## src/rtl/core/mlfq_pkg.sv

```systemverilog
// Shared types, codes and constants of the multilevel feedback queue scheduler.
package mlfq_pkg;

	localparam int LEVELS_DEF      = 3;
	localparam int QUEUE_DEPTH_DEF = 16;

	localparam int LVL_W    = 2;
	localparam int PID_W    = 8;
	localparam int SIZE_W   = 16;
	localparam int SLICE_W  = 16;
	localparam int AFTER_W  = 17;
	localparam int ENTRY_W  = PID_W + SIZE_W;

	localparam int NUM_SLICES = 3;
	localparam int CFG_IDX_W  = 2;

	localparam int CMDQ_DEPTH = 2;
	localparam int CMDQ_PW    = $clog2(CMDQ_DEPTH);
	localparam int CMDQ_CW    = $clog2(CMDQ_DEPTH + 1);

	localparam int S_TDATA_W = 24;
	localparam int M_TDATA_W = 64;

	typedef logic [SLICE_W-1:0] slice_t;

	localparam slice_t SLICE_RESET [NUM_SLICES] = '{16'd10, 16'd20, 16'd40};

	typedef enum logic [CFG_IDX_W-1:0] {
		REG_SLICE0 = 2'd0,
		REG_SLICE1 = 2'd1,
		REG_SLICE2 = 2'd2
	} cfg_reg_t;

	typedef enum logic [1:0] {
		OP_ADD,
		OP_BAD,
		OP_DISPATCH
	} op_t;

	typedef enum logic [2:0] {
		ST_ADDED    = 3'd0,
		ST_BAD      = 3'd1,
		ST_FULL     = 3'd2,
		ST_DEMOTED  = 3'd3,
		ST_FINISHED = 3'd4,
		ST_IDLE     = 3'd5,
		ST_DROPPED  = 3'd6
	} status_t;

	typedef enum logic {
		B_IDLE,
		B_READ
	} back_state_t;

	typedef struct packed {
		op_t               op;
		logic [LVL_W-1:0]  level;
		logic [SIZE_W-1:0] size;
		logic [PID_W-1:0]  pid;
	} cmd_t;

	typedef struct packed {
		status_t                    status;
		logic [PID_W-1:0]           pid;
		logic [LVL_W-1:0]           run_level;
		logic [LVL_W-1:0]           next_level;
		logic [SLICE_W-1:0]         slice_used;
		logic [SIZE_W-1:0]          size_before;
		logic signed [AFTER_W-1:0]  size_after;
	} result_t;

endpackage

```

## src/rtl/core/mlfq_front.sv

```systemverilog
// Front end: accepts items, stamps add items with a process id and classifies them.
module mlfq_front import mlfq_pkg::*; #(
	parameter int LEVELS = LEVELS_DEF
) (
	input  logic                 clk,
	input  logic                 arst_n,
	input  logic                 s_tvalid,
	output logic                 s_tready,
	input  logic [S_TDATA_W-1:0] s_tdata,
	input  logic                 s_tuser,
	input  logic                 cmd_full,
	output logic                 cmd_push,
	output cmd_t                 cmd
);

	logic [PID_W-1:0]  next_pid_q;
	logic [PID_W-1:0]  pid_new;
	logic [LVL_W-1:0]  prio;
	logic [SIZE_W-1:0] psize;

	assign prio     = s_tdata[LVL_W-1:0];
	assign psize    = s_tdata[LVL_W+SIZE_W-1:LVL_W];
	assign pid_new  = next_pid_q + PID_W'(1);
	assign s_tready = !cmd_full;
	assign cmd_push = s_tvalid && s_tready;

	always_comb begin
		cmd.level = prio;
		cmd.size  = psize;
		cmd.pid   = pid_new;
		if (s_tuser) begin
			cmd.op = OP_DISPATCH;
		end else if (32'(prio) >= LEVELS) begin
			cmd.op = OP_BAD;
		end else begin
			cmd.op = OP_ADD;
		end
	end

	// Every add item consumes an id, rejected ones included.
	always_ff @(posedge clk or negedge arst_n) begin
		if (!arst_n) begin
			next_pid_q <= '0;
		end else if (cmd_push && !s_tuser) begin
			next_pid_q <= pid_new;
		end
	end

endmodule

```

## src/rtl/core/mlfq_cmdq.sv

```systemverilog
// Short command queue between the front end and the scheduling back end.
module mlfq_cmdq import mlfq_pkg::*; (
	input  logic clk,
	input  logic arst_n,
	input  logic push,
	input  cmd_t push_cmd,
	output logic full,
	input  logic pop,
	output logic valid,
	output cmd_t head_cmd
);

	cmd_t               entry_q [CMDQ_DEPTH];
	logic [CMDQ_PW-1:0] wr_ptr_q;
	logic [CMDQ_PW-1:0] rd_ptr_q;
	logic [CMDQ_CW-1:0] cnt_q;

	assign full     = cnt_q == CMDQ_CW'(CMDQ_DEPTH);
	assign valid    = cnt_q != '0;
	assign head_cmd = entry_q[rd_ptr_q];

	always_ff @(posedge clk) begin
		if (push) begin
			entry_q[wr_ptr_q] <= push_cmd;
		end
	end

	always_ff @(posedge clk or negedge arst_n) begin
		if (!arst_n) begin
			wr_ptr_q <= '0;
			rd_ptr_q <= '0;
			cnt_q    <= '0;
		end else begin
			if (push) begin
				wr_ptr_q <= wr_ptr_q + CMDQ_PW'(1);
			end
			if (pop) begin
				rd_ptr_q <= rd_ptr_q + CMDQ_PW'(1);
			end
			if (push && !pop) begin
				cnt_q <= cnt_q + CMDQ_CW'(1);
			end else if (pop && !push) begin
				cnt_q <= cnt_q - CMDQ_CW'(1);
			end
		end
	end

endmodule

```

## src/rtl/core/mlfq_back.sv

```systemverilog
// Back end: per-level FIFOs in one memory, enqueue, dispatch and demotion.
module mlfq_back import mlfq_pkg::*; #(
	parameter int LEVELS      = LEVELS_DEF,
	parameter int QUEUE_DEPTH = QUEUE_DEPTH_DEF
) (
	input  logic                         clk,
	input  logic                         arst_n,
	input  slice_t [NUM_SLICES-1:0]      slices,
	input  logic                         cmd_valid,
	input  cmd_t                         cmd,
	output logic                         cmd_pop,
	output logic                         out_valid,
	input  logic                         out_ready,
	output result_t                      result
);

	localparam int TOTAL = LEVELS * QUEUE_DEPTH;
	localparam int AW    = $clog2(TOTAL);
	localparam int PW    = $clog2(QUEUE_DEPTH);
	localparam int CW    = $clog2(QUEUE_DEPTH + 1);
	localparam int LW    = (LEVELS > 1) ? $clog2(LEVELS) : 1;

	logic [ENTRY_W-1:0] mem [TOTAL];
	logic [ENTRY_W-1:0] rd_data_q;

	back_state_t       state_q, state_d;
	logic [CW-1:0]     cnt_q  [LEVELS];
	logic [PW-1:0]     head_q [LEVELS];
	logic [PW-1:0]     tail_q [LEVELS];
	logic [LVL_W-1:0]  rd_lvl_q;
	logic              out_valid_q;
	result_t           result_q;

	logic              out_free;
	logic              any_ready;
	logic [LVL_W-1:0]  sel_lvl;
	logic              push_en, pop_en, rd_en, load_out;
	logic [LVL_W-1:0]  push_lvl;
	logic [ENTRY_W-1:0] push_data;
	logic [AW-1:0]     wr_addr, rd_addr;
	result_t           result_d;

	logic [PID_W-1:0]           rd_pid;
	logic [SIZE_W-1:0]          rd_before;
	slice_t                     rd_slice;
	logic signed [AFTER_W-1:0]  rd_after;
	logic [LVL_W-1:0]           demote_lvl;

	assign out_free  = !out_valid_q || out_ready;
	assign out_valid = out_valid_q;
	assign result    = result_q;

	assign rd_pid     = rd_data_q[ENTRY_W-1:SIZE_W];
	assign rd_before  = rd_data_q[SIZE_W-1:0];
	assign rd_slice   = slices[rd_lvl_q];
	assign rd_after   = $signed({1'b0, rd_before}) - $signed({1'b0, rd_slice});
	assign demote_lvl = (32'(rd_lvl_q) + 1 < LEVELS) ? rd_lvl_q + LVL_W'(1) : rd_lvl_q;

	// Highest-priority level with a waiting process.
	always_comb begin
		sel_lvl   = '0;
		any_ready = 1'b0;
		for (int i = LEVELS - 1; i >= 0; i--) begin
			if (cnt_q[i] != '0) begin
				sel_lvl   = LVL_W'(i);
				any_ready = 1'b1;
			end
		end
	end

	assign wr_addr = AW'(push_lvl) * AW'(QUEUE_DEPTH) + AW'(tail_q[push_lvl[LW-1:0]]);
	assign rd_addr = AW'(sel_lvl) * AW'(QUEUE_DEPTH) + AW'(head_q[sel_lvl[LW-1:0]]);

	always_comb begin
		state_d   = state_q;
		cmd_pop   = 1'b0;
		push_en   = 1'b0;
		push_lvl  = '0;
		push_data = '0;
		pop_en    = 1'b0;
		rd_en     = 1'b0;
		load_out  = 1'b0;
		result_d  = '0;
		unique case (state_q)
			B_IDLE: begin
				if (cmd_valid && out_free) begin
					cmd_pop         = 1'b1;
					result_d.pid    = cmd.pid;
					unique case (cmd.op)
						OP_BAD: begin
							load_out        = 1'b1;
							result_d.status = ST_BAD;
						end
						OP_ADD: begin
							load_out             = 1'b1;
							result_d.run_level   = cmd.level;
							result_d.size_before = cmd.size;
							push_lvl             = cmd.level;
							push_data            = {cmd.pid, cmd.size};
							if (cnt_q[cmd.level[LW-1:0]] == CW'(QUEUE_DEPTH)) begin
								result_d.status = ST_FULL;
							end else begin
								result_d.status = ST_ADDED;
								push_en         = 1'b1;
							end
						end
						OP_DISPATCH: begin
							if (any_ready) begin
								rd_en   = 1'b1;
								pop_en  = 1'b1;
								state_d = B_READ;
							end else begin
								load_out        = 1'b1;
								result_d        = '0;
								result_d.status = ST_IDLE;
							end
						end
						default: begin
							load_out        = 1'b1;
							result_d.status = ST_BAD;
						end
					endcase
				end
			end
			B_READ: begin
				load_out             = 1'b1;
				state_d              = B_IDLE;
				result_d.pid         = rd_pid;
				result_d.run_level   = rd_lvl_q;
				result_d.slice_used  = rd_slice;
				result_d.size_before = rd_before;
				result_d.size_after  = rd_after;
				if (rd_before > rd_slice) begin
					result_d.next_level = demote_lvl;
					push_lvl            = demote_lvl;
					push_data           = {rd_pid, rd_after[SIZE_W-1:0]};
					if (cnt_q[demote_lvl[LW-1:0]] == CW'(QUEUE_DEPTH)) begin
						result_d.status = ST_DROPPED;
					end else begin
						result_d.status = ST_DEMOTED;
						push_en         = 1'b1;
					end
				end else begin
					result_d.status = ST_FINISHED;
				end
			end
			default: begin
				state_d = B_IDLE;
			end
		endcase
	end

	always_ff @(posedge clk) begin
		if (push_en) begin
			mem[wr_addr] <= push_data;
		end
		if (rd_en) begin
			rd_data_q <= mem[rd_addr];
		end
		if (rd_en) begin
			rd_lvl_q <= sel_lvl;
		end
		if (load_out) begin
			result_q <= result_d;
		end
	end

	always_ff @(posedge clk or negedge arst_n) begin
		if (!arst_n) begin
			state_q     <= B_IDLE;
			out_valid_q <= 1'b0;
		end else begin
			state_q <= state_d;
			if (load_out) begin
				out_valid_q <= 1'b1;
			end else if (out_ready) begin
				out_valid_q <= 1'b0;
			end
		end
	end

	// Pointer wrap is by compare, so any depth in range works.
	always_ff @(posedge clk or negedge arst_n) begin
		if (!arst_n) begin
			for (int i = 0; i < LEVELS; i++) begin
				cnt_q[i]  <= '0;
				head_q[i] <= '0;
				tail_q[i] <= '0;
			end
		end else begin
			for (int i = 0; i < LEVELS; i++) begin
				if (push_en && push_lvl == LVL_W'(i)) begin
					cnt_q[i]  <= cnt_q[i] + CW'(1);
					tail_q[i] <= (tail_q[i] == PW'(QUEUE_DEPTH - 1)) ? '0 : tail_q[i] + PW'(1);
				end
				if (pop_en && sel_lvl == LVL_W'(i)) begin
					cnt_q[i]  <= cnt_q[i] - CW'(1);
					head_q[i] <= (head_q[i] == PW'(QUEUE_DEPTH - 1)) ? '0 : head_q[i] + PW'(1);
				end
			end
		end
	end

	for (genvar g = 0; g < LEVELS; g++) begin : g_cnt_chk
		a_cnt_bound: assert property (@(posedge clk) disable iff (!arst_n)
			cnt_q[g] <= CW'(QUEUE_DEPTH))
			else $error("level fill count beyond queue depth");
	end

	a_push_pop_excl: assert property (@(posedge clk) disable iff (!arst_n)
		!(push_en && pop_en))
		else $error("push and pop in the same cycle");

	a_read_slot_free: assert property (@(posedge clk) disable iff (!arst_n)
		state_q == B_READ |-> !out_valid_q)
		else $error("dispatch read while a result is still held");

	a_read_one_cycle: assert property (@(posedge clk) disable iff (!arst_n)
		state_q == B_READ |=> state_q == B_IDLE)
		else $error("dispatch read state held longer than one cycle");

endmodule

```

## src/rtl/core/mlfq_scheduler.sv

```systemverilog
// Top level of the multilevel feedback queue scheduler: config registers and wiring.
//
// Channel   Direction  Handshake           Payload
// s_*       in         s_tvalid/s_tready   tuser kind, tdata priority_req, process_size
// m_*       out        m_tvalid/m_tready   tuser status, tdata result fields
// cfg_*     in         cfg_we              slice_level0..2 by cfg_index
//
// An item is registered in the command queue before the back end takes it. In the back
// end an add or an idle dispatch is answered from the idle state, while a dispatch of a
// waiting process also passes the read state, for the registered read of the level memory.
// Reset clears all levels, the id counter and the queue; the memory holds no reset.
// A stalled output holds the back end, and the command queue then fills and drops
// s_tready.
module mlfq_scheduler import mlfq_pkg::*; #(
	parameter int LEVELS      = LEVELS_DEF,
	parameter int QUEUE_DEPTH = QUEUE_DEPTH_DEF
) (
	input  logic                 clk,
	input  logic                 arst_n,
	input  logic                 s_tvalid,
	output logic                 s_tready,
	// [1:0] priority_req, [17:2] process_size, rest zero
	input  logic [S_TDATA_W-1:0] s_tdata,
	// [0] kind
	input  logic                 s_tuser,
	output logic                 m_tvalid,
	input  logic                 m_tready,
	// [7:0] process_id, [9:8] run_level, [11:10] next_level, [27:12] slice_used,
	// [43:28] size_before, [60:44] size_after, rest zero
	output logic [M_TDATA_W-1:0] m_tdata,
	// [2:0] status
	output logic [2:0]           m_tuser,
	input  logic                 cfg_we,
	input  logic [CFG_IDX_W-1:0] cfg_index,
	input  logic [SLICE_W-1:0]   cfg_wdata
);

	slice_t [NUM_SLICES-1:0] slice_q;
	logic                    cmd_full, cmd_push, cmd_valid, cmd_pop;
	cmd_t                    front_cmd, head_cmd;
	result_t                 result;

	always_ff @(posedge clk or negedge arst_n) begin
		if (!arst_n) begin
			for (int i = 0; i < NUM_SLICES; i++) begin
				slice_q[i] <= SLICE_RESET[i];
			end
		end else if (cfg_we) begin
			unique case (cfg_index)
				REG_SLICE0: slice_q[0] <= cfg_wdata;
				REG_SLICE1: slice_q[1] <= cfg_wdata;
				REG_SLICE2: slice_q[2] <= cfg_wdata;
				default: ;
			endcase
		end
	end

	mlfq_front #(
		.LEVELS(LEVELS)
	) u_front (
		.clk      (clk),
		.arst_n   (arst_n),
		.s_tvalid (s_tvalid),
		.s_tready (s_tready),
		.s_tdata  (s_tdata),
		.s_tuser  (s_tuser),
		.cmd_full (cmd_full),
		.cmd_push (cmd_push),
		.cmd      (front_cmd)
	);

	mlfq_cmdq u_cmdq (
		.clk      (clk),
		.arst_n   (arst_n),
		.push     (cmd_push),
		.push_cmd (front_cmd),
		.full     (cmd_full),
		.pop      (cmd_pop),
		.valid    (cmd_valid),
		.head_cmd (head_cmd)
	);

	mlfq_back #(
		.LEVELS      (LEVELS),
		.QUEUE_DEPTH (QUEUE_DEPTH)
	) u_back (
		.clk       (clk),
		.arst_n    (arst_n),
		.slices    (slice_q),
		.cmd_valid (cmd_valid),
		.cmd       (head_cmd),
		.cmd_pop   (cmd_pop),
		.out_valid (m_tvalid),
		.out_ready (m_tready),
		.result    (result)
	);

	assign m_tuser = result.status;
	assign m_tdata = {3'b000, result.size_after, result.size_before, result.slice_used,
		result.next_level, result.run_level, result.pid};

endmodule

```

## config.mk

```make
export PLATFORM = sky130hd
export DESIGN_NAME = mlfq_scheduler
export DESIGN_NICKNAME = d
export VERILOG_FILES = /design/src/rtl/core/mlfq_pkg.sv /design/src/rtl/core/mlfq_front.sv /design/src/rtl/core/mlfq_cmdq.sv /design/src/rtl/core/mlfq_back.sv /design/src/rtl/core/mlfq_scheduler.sv
export SDC_FILE = /design/constraint.sdc
export NUM_CORES = 2
export LEC_CHECK = 0
export BUFFER_PORTS_ARGS = -buffer_cell sky130_fd_sc_hd__buf_2
export CAP_MARGIN = 20
export CORE_UTILIZATION = 49
export CTS_CLUSTER_DIAMETER = 80
export DETAILED_ROUTE_END_ITERATION = 8
export PLACE_DENSITY = 0.61
export SYNTH_ARGS = -nofsm -noshare
export SYNTH_HDL_FRONTEND = slang
export SYNTH_SLANG_ARGS = --single-unit
```

## constraint.sdc

```tcl
create_clock -name clk -period 12.1 [get_ports clk]
set_clock_uncertainty 0.15 [all_clocks]
set_input_delay 1.21 -clock clk [delete_from_list [all_inputs] [get_ports clk]]
set_output_delay 1.21 -clock clk [all_outputs]
set_load 0.02 [all_outputs]
```

Word-level counts from Yosys, hierarchy flattened:

Memories as Yosys holds them, arrays and structs flattened. A register that Yosys moved wholly into a read port is not among the register bits.
Index checks and enable logic that the tools add are counted.

* register bits: 167
* memory bits (writable): 1208
* bits of input ports: 48
* output and inout bits: 69
* word-level logic and storage cells: 192
* memories kept: 2

* $add $sub $neg: 22
* magnitude comparators: 8
* equal/unequal tests: 16
* multiplexer cells: 80
* bitwise logic cells: 5
* reduce and logical (&&, ||, !) cells: 33

Memories
* u_back.mem: depth 48, width 24, read ports 1, clocked after memory_dff 1, wr ports 1, RTL line mlfq_back.sv:23 `logic [ENTRY_W-1:0] mem [TOTAL];`
* u_cmdq.entry_q: depth 2, width 28, read ports 1, clocked after memory_dff 0, wr ports 1, RTL line mlfq_cmdq.sv:13 `cmd_t entry_q [CMDQ_DEPTH];`

Operators by type and width (number)
* 64-bit 2-to-1 mux: 2
* 64-bit one-hot mux with 2 select lines: 1
* 24-bit 2-to-1 mux: 3
* 5-bit 2-to-1 mux: 10
* 24-bit one-hot mux with 2 select lines: 1
* 4-bit 2-to-1 mux: 10
* 16-bit binary-select mux with 2-bit select: 1
* 32-bit by 2-bit less-than comparator with 1-bit output (second input constant): 1
* 16-bit one-hot mux with 2 select lines: 1
* 4-bit by 1-bit adder with 4-bit output (second input constant): 6
* 4-bit equality test (second input constant): 6
* 1-bit 2-to-1 mux: 24
* 2-bit 2-to-1 mux: 11
* 5-bit binary-select mux with 2-bit select: 2
* 18-bit 2-to-1 mux: 1
* 17-bit 2-to-1 mux: 1
* 16-bit by 16-bit subtractor with 17-bit output: 1
* 4-bit binary-select mux with 2-bit select: 2
* 16-bit greater-than comparator: 1
* 16-bit 2-to-1 mux: 1
* 5-bit by 1-bit adder with 5-bit output (second input constant): 3
* 5-bit nonzero test: 3
* 5-bit by 1-bit subtractor with 5-bit output (second input constant): 3
* 6-bit by 4-bit adder with 6-bit output: 2
* 24 further kinds: 67

Logic depth before layout (Yosys ltp):

* depth after elaboration: 14
* depth in mapped cells: 18
* mapped depth without buffers: 16

Cells and area by module:

A second synthesis with hierarchy kept.

* cell total of the unflattened synthesis: 3898
* area, all modules: 57390.0 µm²

Modules (own cells, without submodules)
* mlfq_back: times used 1, cells each 3626, area an instance 52678.0 µm², seq. area each 38321.8 µm²
* mlfq_cmdq: times used 1, cells each 103, area an instance 2257.2 µm², seq. area each 1781.7 µm²
* mlfq_scheduler: times used 1, cells each 106, area an instance 1849.3 µm², seq. area each 1208.7 µm²
* mlfq_front: times used 1, cells each 63, area an instance 605.6 µm², seq. area each 200.2 µm²

Least setup slack after synthesis:

Ideal clock, no wire load.

* path type: input to register
* start: in m_tready
* end: reg u_back.result_q (netlist bit u_back.result[0]), enable pin
* library setup time: 0.576 ns
* data arrival time: 5.983 ns
* required time: 11.374 ns
* setup slack: 5.391 ns
* stages on the path: 3
* path buffers: 0
* cell sequence: nand2b_1 -> o21ai_0 -> o21ai_0

* cells in the longest elaborated chain, start to end: 4

RTL lines
* from (decl): RTL line mlfq_scheduler.sv:27 `input logic m_tready,`
* 1-bit logical OR: RTL line mlfq_back.sv:49 `assign out_free = !out_valid_q || out_ready;`
* 1-bit logical AND: RTL line mlfq_back.sv:86 `if (cmd_valid && out_free) begin`
* 1-bit 2-to-1 mux: RTL line mlfq_back.sv:86
* 1-bit one-hot mux with 2 select lines: RTL line mlfq_back.sv:84 `unique case (state_q)`
* net u_back.load_out: RTL line mlfq_back.sv:37 `logic push_en, pop_en, rd_en, load_out;`
* to (signal assigned): RTL line mlfq_back.sv:164 `result_q <= result_d;`
* to (decl): RTL line mlfq_back.sv:32 `result_t result_q;`

The timed path passes the listed nets, and every way through them passes these cells.
A chain may end at the register's enable or synchronous reset.

Final worst setup path:

* start: reg u_back.rd_lvl_q[0]
* end: mem u_back.mem[21][6] (netlist bit), enable pin

* cells in the longest elaborated chain, start to end: 13

RTL lines
* from (decl): RTL line mlfq_back.sv:30 `logic [LVL_W-1:0] rd_lvl_q;`
* from (signal assigned): RTL line mlfq_back.sv:161 `rd_lvl_q <= sel_lvl;`
* 2-bit by 1-bit adder with 3-bit output: RTL line mlfq_back.sv:57 `assign demote_lvl = (32'(rd_lvl_q) + 1 < LEVELS) ? rd_lvl_q + LVL_W'(1) : rd_lvl_q;`
* 32-bit by 2-bit less-than comparator with 1-bit output: RTL line mlfq_back.sv:57
* 2-bit 2-to-1 mux: RTL line mlfq_back.sv:57
* 2-bit inverter with 3-bit output (not written as such): RTL line mlfq_back.sv:137 `if (cnt_q[demote_lvl[LW-1:0]] == CW'(QUEUE_DEPTH)) begin`
* 5-bit binary-select mux with 2-bit select: RTL line mlfq_back.sv:137
* 5-bit 2-to-1 mux (not written as such) (2 in series): RTL line mlfq_back.sv:137
* 5-bit equality test: RTL line mlfq_back.sv:137
* 1-bit 2-to-1 mux: RTL line mlfq_back.sv:137
* 1-bit 2-to-1 mux: RTL line mlfq_back.sv:133 `if (rd_before > rd_slice) begin`
* 1-bit one-hot mux with 2 select lines: RTL line mlfq_back.sv:84
* 1-bit 2-to-1 mux: RTL line mlfq_back.sv:154 `if (push_en) begin`
* 1-bit 2-to-1 mux (not written as such): RTL line mlfq_back.sv:155 `mem[wr_addr] <= push_data;`
* to (decl): RTL line mlfq_back.sv:23

Parallel ways exist; a longest one is shown, timed or not. The select of a mux whose other input is x is not followed.

==> run_summary.xml <==
<?xml version="1.0" encoding="UTF-8"?>
<metrics>
  <group name="route">
    <metric name="drcViolationCount" unit="">34</metric>
    <metric name="detail_route.first_pass.iterations" unit="">7</metric>
    <metric name="routed_wire_length_per_instance" unit="um">26.4</metric>
    <metric name="initialDrtViolationCount" unit="">3682</metric>
    <metric name="vias" unit="">34265</metric>
    <metric name="routed_wl" unit="um">151000</metric>
    <metric name="antenna_violating_nets_post_route" unit="">0</metric>
    <metric name="via_density_per_instance" unit="">6.01</metric>
  </group>
  <group name="critical_path">
    <metric name="critical_path.n_buffers_inverters" unit="">4</metric>
    <metric name="worst_path_top_cell_family_by_delay" unit="">compound AO/OA/AOI/OAI gates</metric>
    <metric name="top_fanout_value_on_the_critical_path" unit="">18</metric>
    <metric name="cpMaxStageDelayCell" unit="">sky130_fd_sc_hd__nor3_2</metric>
    <metric name="startpoint_type" unit="">flop</metric>
    <metric name="timing_worst_setup_path_type" unit="">reg -&gt; reg</metric>
    <metric name="crit_required" unit="ns">12.34</metric>
    <metric name="element_type_at_the_critical_path_end" unit="">flop</metric>
    <metric name="worst-endpoint-arrival" unit="ns">7.24</metric>
    <metric name="max_stage_delay" unit="ns">0.90</metric>
    <metric name="timing.critical_path.cells" unit="">inv_1 -&gt; nor2_1 -&gt; buf_4 -&gt; a21oi_1 -&gt; ha_1 -&gt; and4_1 -&gt; a221oi_1 -&gt; o21ai_1 -&gt; o21a_1 -&gt; o21ai_1 -&gt; inv_1 -&gt; a211oi_1 -&gt; nand2_1 -&gt; nor3_2 -&gt; buf_4</metric>
  </group>
  <group name="power">
    <metric name="clkPwrFrac" unit="">0.250</metric>
    <metric name="netSwitchingFraction" unit="">0.390</metric>
    <metric name="power.switching" unit="mW">6.89</metric>
    <metric name="power_per_cell_area" unit="nW/um2">275</metric>
    <metric name="irDropWorstVdd" unit="uV">186</metric>
    <metric name="power.share.sequential" unit="">0.370</metric>
    <metric name="power.combinational.fraction" unit="">0.380</metric>
    <metric name="p_int" unit="mW">10.8</metric>
    <metric name="power_leakage" unit="nW">23.1</metric>
  </group>
  <group name="synth">
    <metric name="synth_top_family_by_area" unit="">simple AND/OR/NAND/NOR gates</metric>
    <metric name="synthXorXnorAreaFrac" unit="">0.00677</metric>
    <metric name="ys_types" unit="">78</metric>
    <metric name="synth_sequential_area_ratio" unit="">0.730</metric>
    <metric name="post_synth_inst_count" unit="">3918</metric>
    <metric name="synth-simple-area-share" unit="">0.103</metric>
    <metric name="avgSynthCellArea" unit="um2">14.5</metric>
    <metric name="post_synth_mux_area_share" unit="">0.0597</metric>
    <metric name="mappedNetlistArea" unit="um2">56900</metric>
    <metric name="ys_ff_latch" unit="">1399</metric>
    <metric name="synth-main-ff-cell" unit="">sky130_fd_sc_hd__edfxtp_1</metric>
    <metric name="async_flop_share" unit="">0.0722</metric>
    <metric name="synth_edf_count" unit="">1298</metric>
    <metric name="post_synthesis_adder_cell_area_fraction" unit="">0.00888</metric>
    <metric name="synthesis.yosys.warnings" unit="">0</metric>
    <metric name="fraction_of_the_mapped_netlist_area_in_compound_gates" unit="">0.0697</metric>
  </group>
  <group name="clock_network">
    <metric name="clk_path_buf_depth" unit="">3</metric>
    <metric name="cts.sink_count" unit="">1399</metric>
    <metric name="post_cts.resized_instances" unit="">0</metric>
    <metric name="worstSkewPairLatency" unit="ns">0.76</metric>
    <metric name="tritoncts_clock_tree" unit="">yes</metric>
    <metric name="post_cts_buffers" unit="">0</metric>
    <metric name="path_clk_slew" unit="ns">0.07</metric>
    <metric name="maximum_level_of_the_cts_h_tree" unit="">4</metric>
    <metric name="cts_root_buffer" unit="">sky130_fd_sc_hd__clkbuf_16</metric>
    <metric name="cts_hold_buffers" unit="">0</metric>
    <metric name="cts_buffers" unit="">146</metric>
  </group>
  <group name="global_routing">
    <metric name="grt_pass1_vias" unit="">32897</metric>
    <metric name="grt_usage" unit="">0.255</metric>
    <metric name="grt_max_degree" unit="">134</metric>
    <metric name="grt-ovfl-total" unit="">0</metric>
    <metric name="grt_antenna_before_repair" unit="">3</metric>
    <metric name="grt_first_pass_wirelength" unit="um">218000</metric>
  </group>
  <group name="placed_design">
    <metric name="dp.final_hpwl" unit="um">87500</metric>
    <metric name="routabilityCongestion" unit="">0.851</metric>
    <metric name="dp_slack" unit="ns">5.13</metric>
    <metric name="dpl_cell_area" unit="um2">59600</metric>
    <metric name="port_buffers" unit="">107</metric>
    <metric name="placed_cells" unit="">5435</metric>
  </group>
  <group name="timing">
    <metric name="setup_ws" unit="ns">5.11</metric>
    <metric name="grt_setup_unrepaired" unit="">no</metric>
    <metric name="slew_viol_final" unit="">0</metric>
    <metric name="finalWorstPathRequiredPeriod" unit="ns">6.99</metric>
    <metric name="number_of_failing_setup_endpoints_in_the_final_timing_report" unit="">0</metric>
    <metric name="achievable-frequency" unit="GHz">0.143</metric>
    <metric name="finalHoldViolations" unit="">0</metric>
    <metric name="sum_of_negative_setup_slack" unit="ns">0</metric>
    <metric name="final_critical_path_share_of_the_clock_period" unit="">0.578</metric>
    <metric name="tightestPinTransition" unit="ns">1.17</metric>
    <metric name="slew_headroom" unit="">0.218</metric>
  </group>
  <group name="cells_and_area">
    <metric name="layoutNonFillerInstCount" unit="">5703</metric>
    <metric name="layout-drive-gt1-share" unit="">0.146</metric>
    <metric name="fin_util" unit="">0.561</metric>
    <metric name="filler_cell_count" unit="">9006</metric>
    <metric name="design.final.nets" unit="">4158</metric>
    <metric name="synthToLayoutAreaGrowth" unit="%">13.1</metric>
    <metric name="finish.instance_area" unit="um2">64400</metric>
  </group>
  <group name="outcome">
    <metric name="violations_in_the_final_reports" unit="">DRC</metric>
    <metric name="outcome" unit="">finished with violations</metric>
  </group>
  <group name="hold_path">
    <metric name="hold_path.class" unit="">in -&gt; async</metric>
  </group>
  <group name="die">
    <metric name="design.die.area" unit="um2">117000</metric>
    <metric name="floorplan.die.width" unit="um">343</metric>
    <metric name="floorplan.io_pins" unit="">117</metric>
    <metric name="initial_utilization" unit="">0.496</metric>
    <metric name="rows" unit="">124</metric>
    <metric name="total_core_area" unit="um2">115000</metric>
    <metric name="fp.dieH" unit="um">343</metric>
  </group>
  <group name="flow_run">
    <metric name="maxCapViolations" unit="">0</metric>
  </group>
</metrics>
## cells by family (layout without fill, tap and decap cells)
group / after synthesis / count (layout)
and+or+nand+nor: 1292 / 1292
adders and majority gates: 38 / 38
buffers and inverters: 258 / 527
muxes: 305 / 305
other: 1 / 5
xor gates and xnor gates: 44 / 44
DFF: 1399 / 1399
AOI/OAI and AO/OA: 581 / 581
## sequential cells by signal, summed over array words and instances (netlist names)
register	count
u_back.out_valid	1
u_front.next_pid_q	8
u_back.cnt_q	15
u_cmdq.cnt_q	2
u_cmdq.entry_q	56
u_back.tail_q	12
u_back.rd_data_q	24
u_cmdq.rd_ptr_q	1
u_back.mem	1152
slice_q	48
u_back.rd_lvl_q	2
u_back.head_q	12
u_cmdq.wr_ptr_q	1
u_back.state_q	1
u_back.result	64
## through the flow
| step | hold slack (ns) | power, mW |
|---|---|---|
| after global routing | 0.365 | 18.4 |
| after detailed placement | 0.332 | 13.3 |
| after global placement | 0.330 | 13.2 |
| final | 0.337 | 17.7 |
| after CTS | 0.312 | 17.7 |
| after floorplan | 0.309 | 10.8 |
## final cells by class
cell class | instances | area (um2) | share of cell area
Clock inverter | 84 | 906 | 0.0141
Timing Repair Buffer | 227 | 1480 | 0.0229
Clock buffer | 181 | 3800 | 0.0591
Tap cell | 1512 | 1890 | 0.0294
Sequential cell | 1399 | 41500 | 0.645
Antenna cell | 2 | 5.00 | 0.0000778
Multi-Input combinational cell | 2263 | 14600 | 0.227
Inverter | 35 | 131 | 0.00204
## cells in the mapped netlist (all sizes together), types with 14 or more instances
master	count	area, um2
nor4	17	136
dfrtp	95	2380
xor2	18	158
mux4	22	495
a211oi	85	643
o22ai	71	444
a21o	30	225
mux2	56	631
inv	34	128
and2	27	169
mux2i	227	2270
ha	34	425
a32oi	46	403
nand2b	16	100
nand2	690	2600
a21oi	96	480
nor2	120	453
xnor2	26	228
or4	14	109
a31oi	82	513
and3	97	607
clkbuf	108	405
nor3	27	135
buf	115	753
o21ai	67	339
edfxtp	1298	39000
o221ai	18	158
nand3	228	1140
nand4	22	138
## cell usage in the layout, fill, tap and decap left out, types with 34 or more instances in the layout
| cell | instances |
|---|---|
| sky130_fd_sc_hd__nand2_1 | 687 |
| sky130_fd_sc_hd__nand3_1 | 228 |
| sky130_fd_sc_hd__a32oi_1 | 46 |
| sky130_fd_sc_hd__dfrtp_1 | 95 |
| sky130_fd_sc_hd__and3_1 | 97 |
| sky130_fd_sc_hd__a211oi_1 | 84 |
| sky130_fd_sc_hd__buf_4 | 118 |
| sky130_fd_sc_hd__edfxtp_1 | 1298 |
| sky130_fd_sc_hd__o22ai_1 | 62 |
| sky130_fd_sc_hd__mux2i_1 | 227 |
| sky130_fd_sc_hd__buf_2 | 106 |
| sky130_fd_sc_hd__nor2_1 | 77 |
| sky130_fd_sc_hd__a31oi_1 | 82 |
| sky130_fd_sc_hd__ha_1 | 34 |
| sky130_fd_sc_hd__nor2_2 | 39 |
| sky130_fd_sc_hd__mux2_2 | 56 |
| sky130_fd_sc_hd__o21ai_0 | 58 |
| sky130_fd_sc_hd__a21oi_1 | 96 |
| sky130_fd_sc_hd__clkbuf_16 | 146 |
## worst register-to-register path, delay by kind of cell (launching register included)
family,cells,cell delay (ns)
and+or+nand+nor,4,1.92
adders and majority gates,1,0.40
buffers and inverters,4,1.28
DFF,1,0.77
AOI/OAI and AO/OA,6,2.09
## layer usage
metal / vias up / global-route usage / wire (um)
met5: - / 0 / 0
met4: 0 / 0.105 / 5860
met3: 283 / 0.0413 / 9610
met2: 1244 / 0.410 / 71700
met1: 17454 / 0.348 / 63500
li1: 15284 / - / -
## power by group through the flow
stage                     combinational [mW]  sequential, mW  clock (mW)
final                                   6.72            6.55        4.43
after floorplan                         4.08            6.75           0
after detailed placement                6.65            6.65           0
after global placement                  6.59            6.63           0
after CTS                               6.68            6.55        4.48
after global routing                    7.16            6.58        4.67
## path summary, 6_finish.rpt
| path | startpoint | to | slack [ns] | cells after the start |
|---|---|---|---|---|
| max | u_back.rd_lvl_q[0] | u_back.mem[21][6] | 5.11 | 15 |
| min | arst_n | slice_q[21] | 0.34 | 1 |
| max reg2reg | u_back.rd_lvl_q[0] | u_back.mem[21][6] | 5.11 | 15 |
| min reg2reg | u_front.next_pid_q[7] | u_front.next_pid_q[7] | 0.34 | 1 |
| max in group asynchronous | arst_n | u_front.next_pid_q[3] | 10.23 | 2 |
| min in group clk | u_front.next_pid_q[7] | u_front.next_pid_q[7] | 0.34 | 1 |
Power figures use the tool's default switching activity.
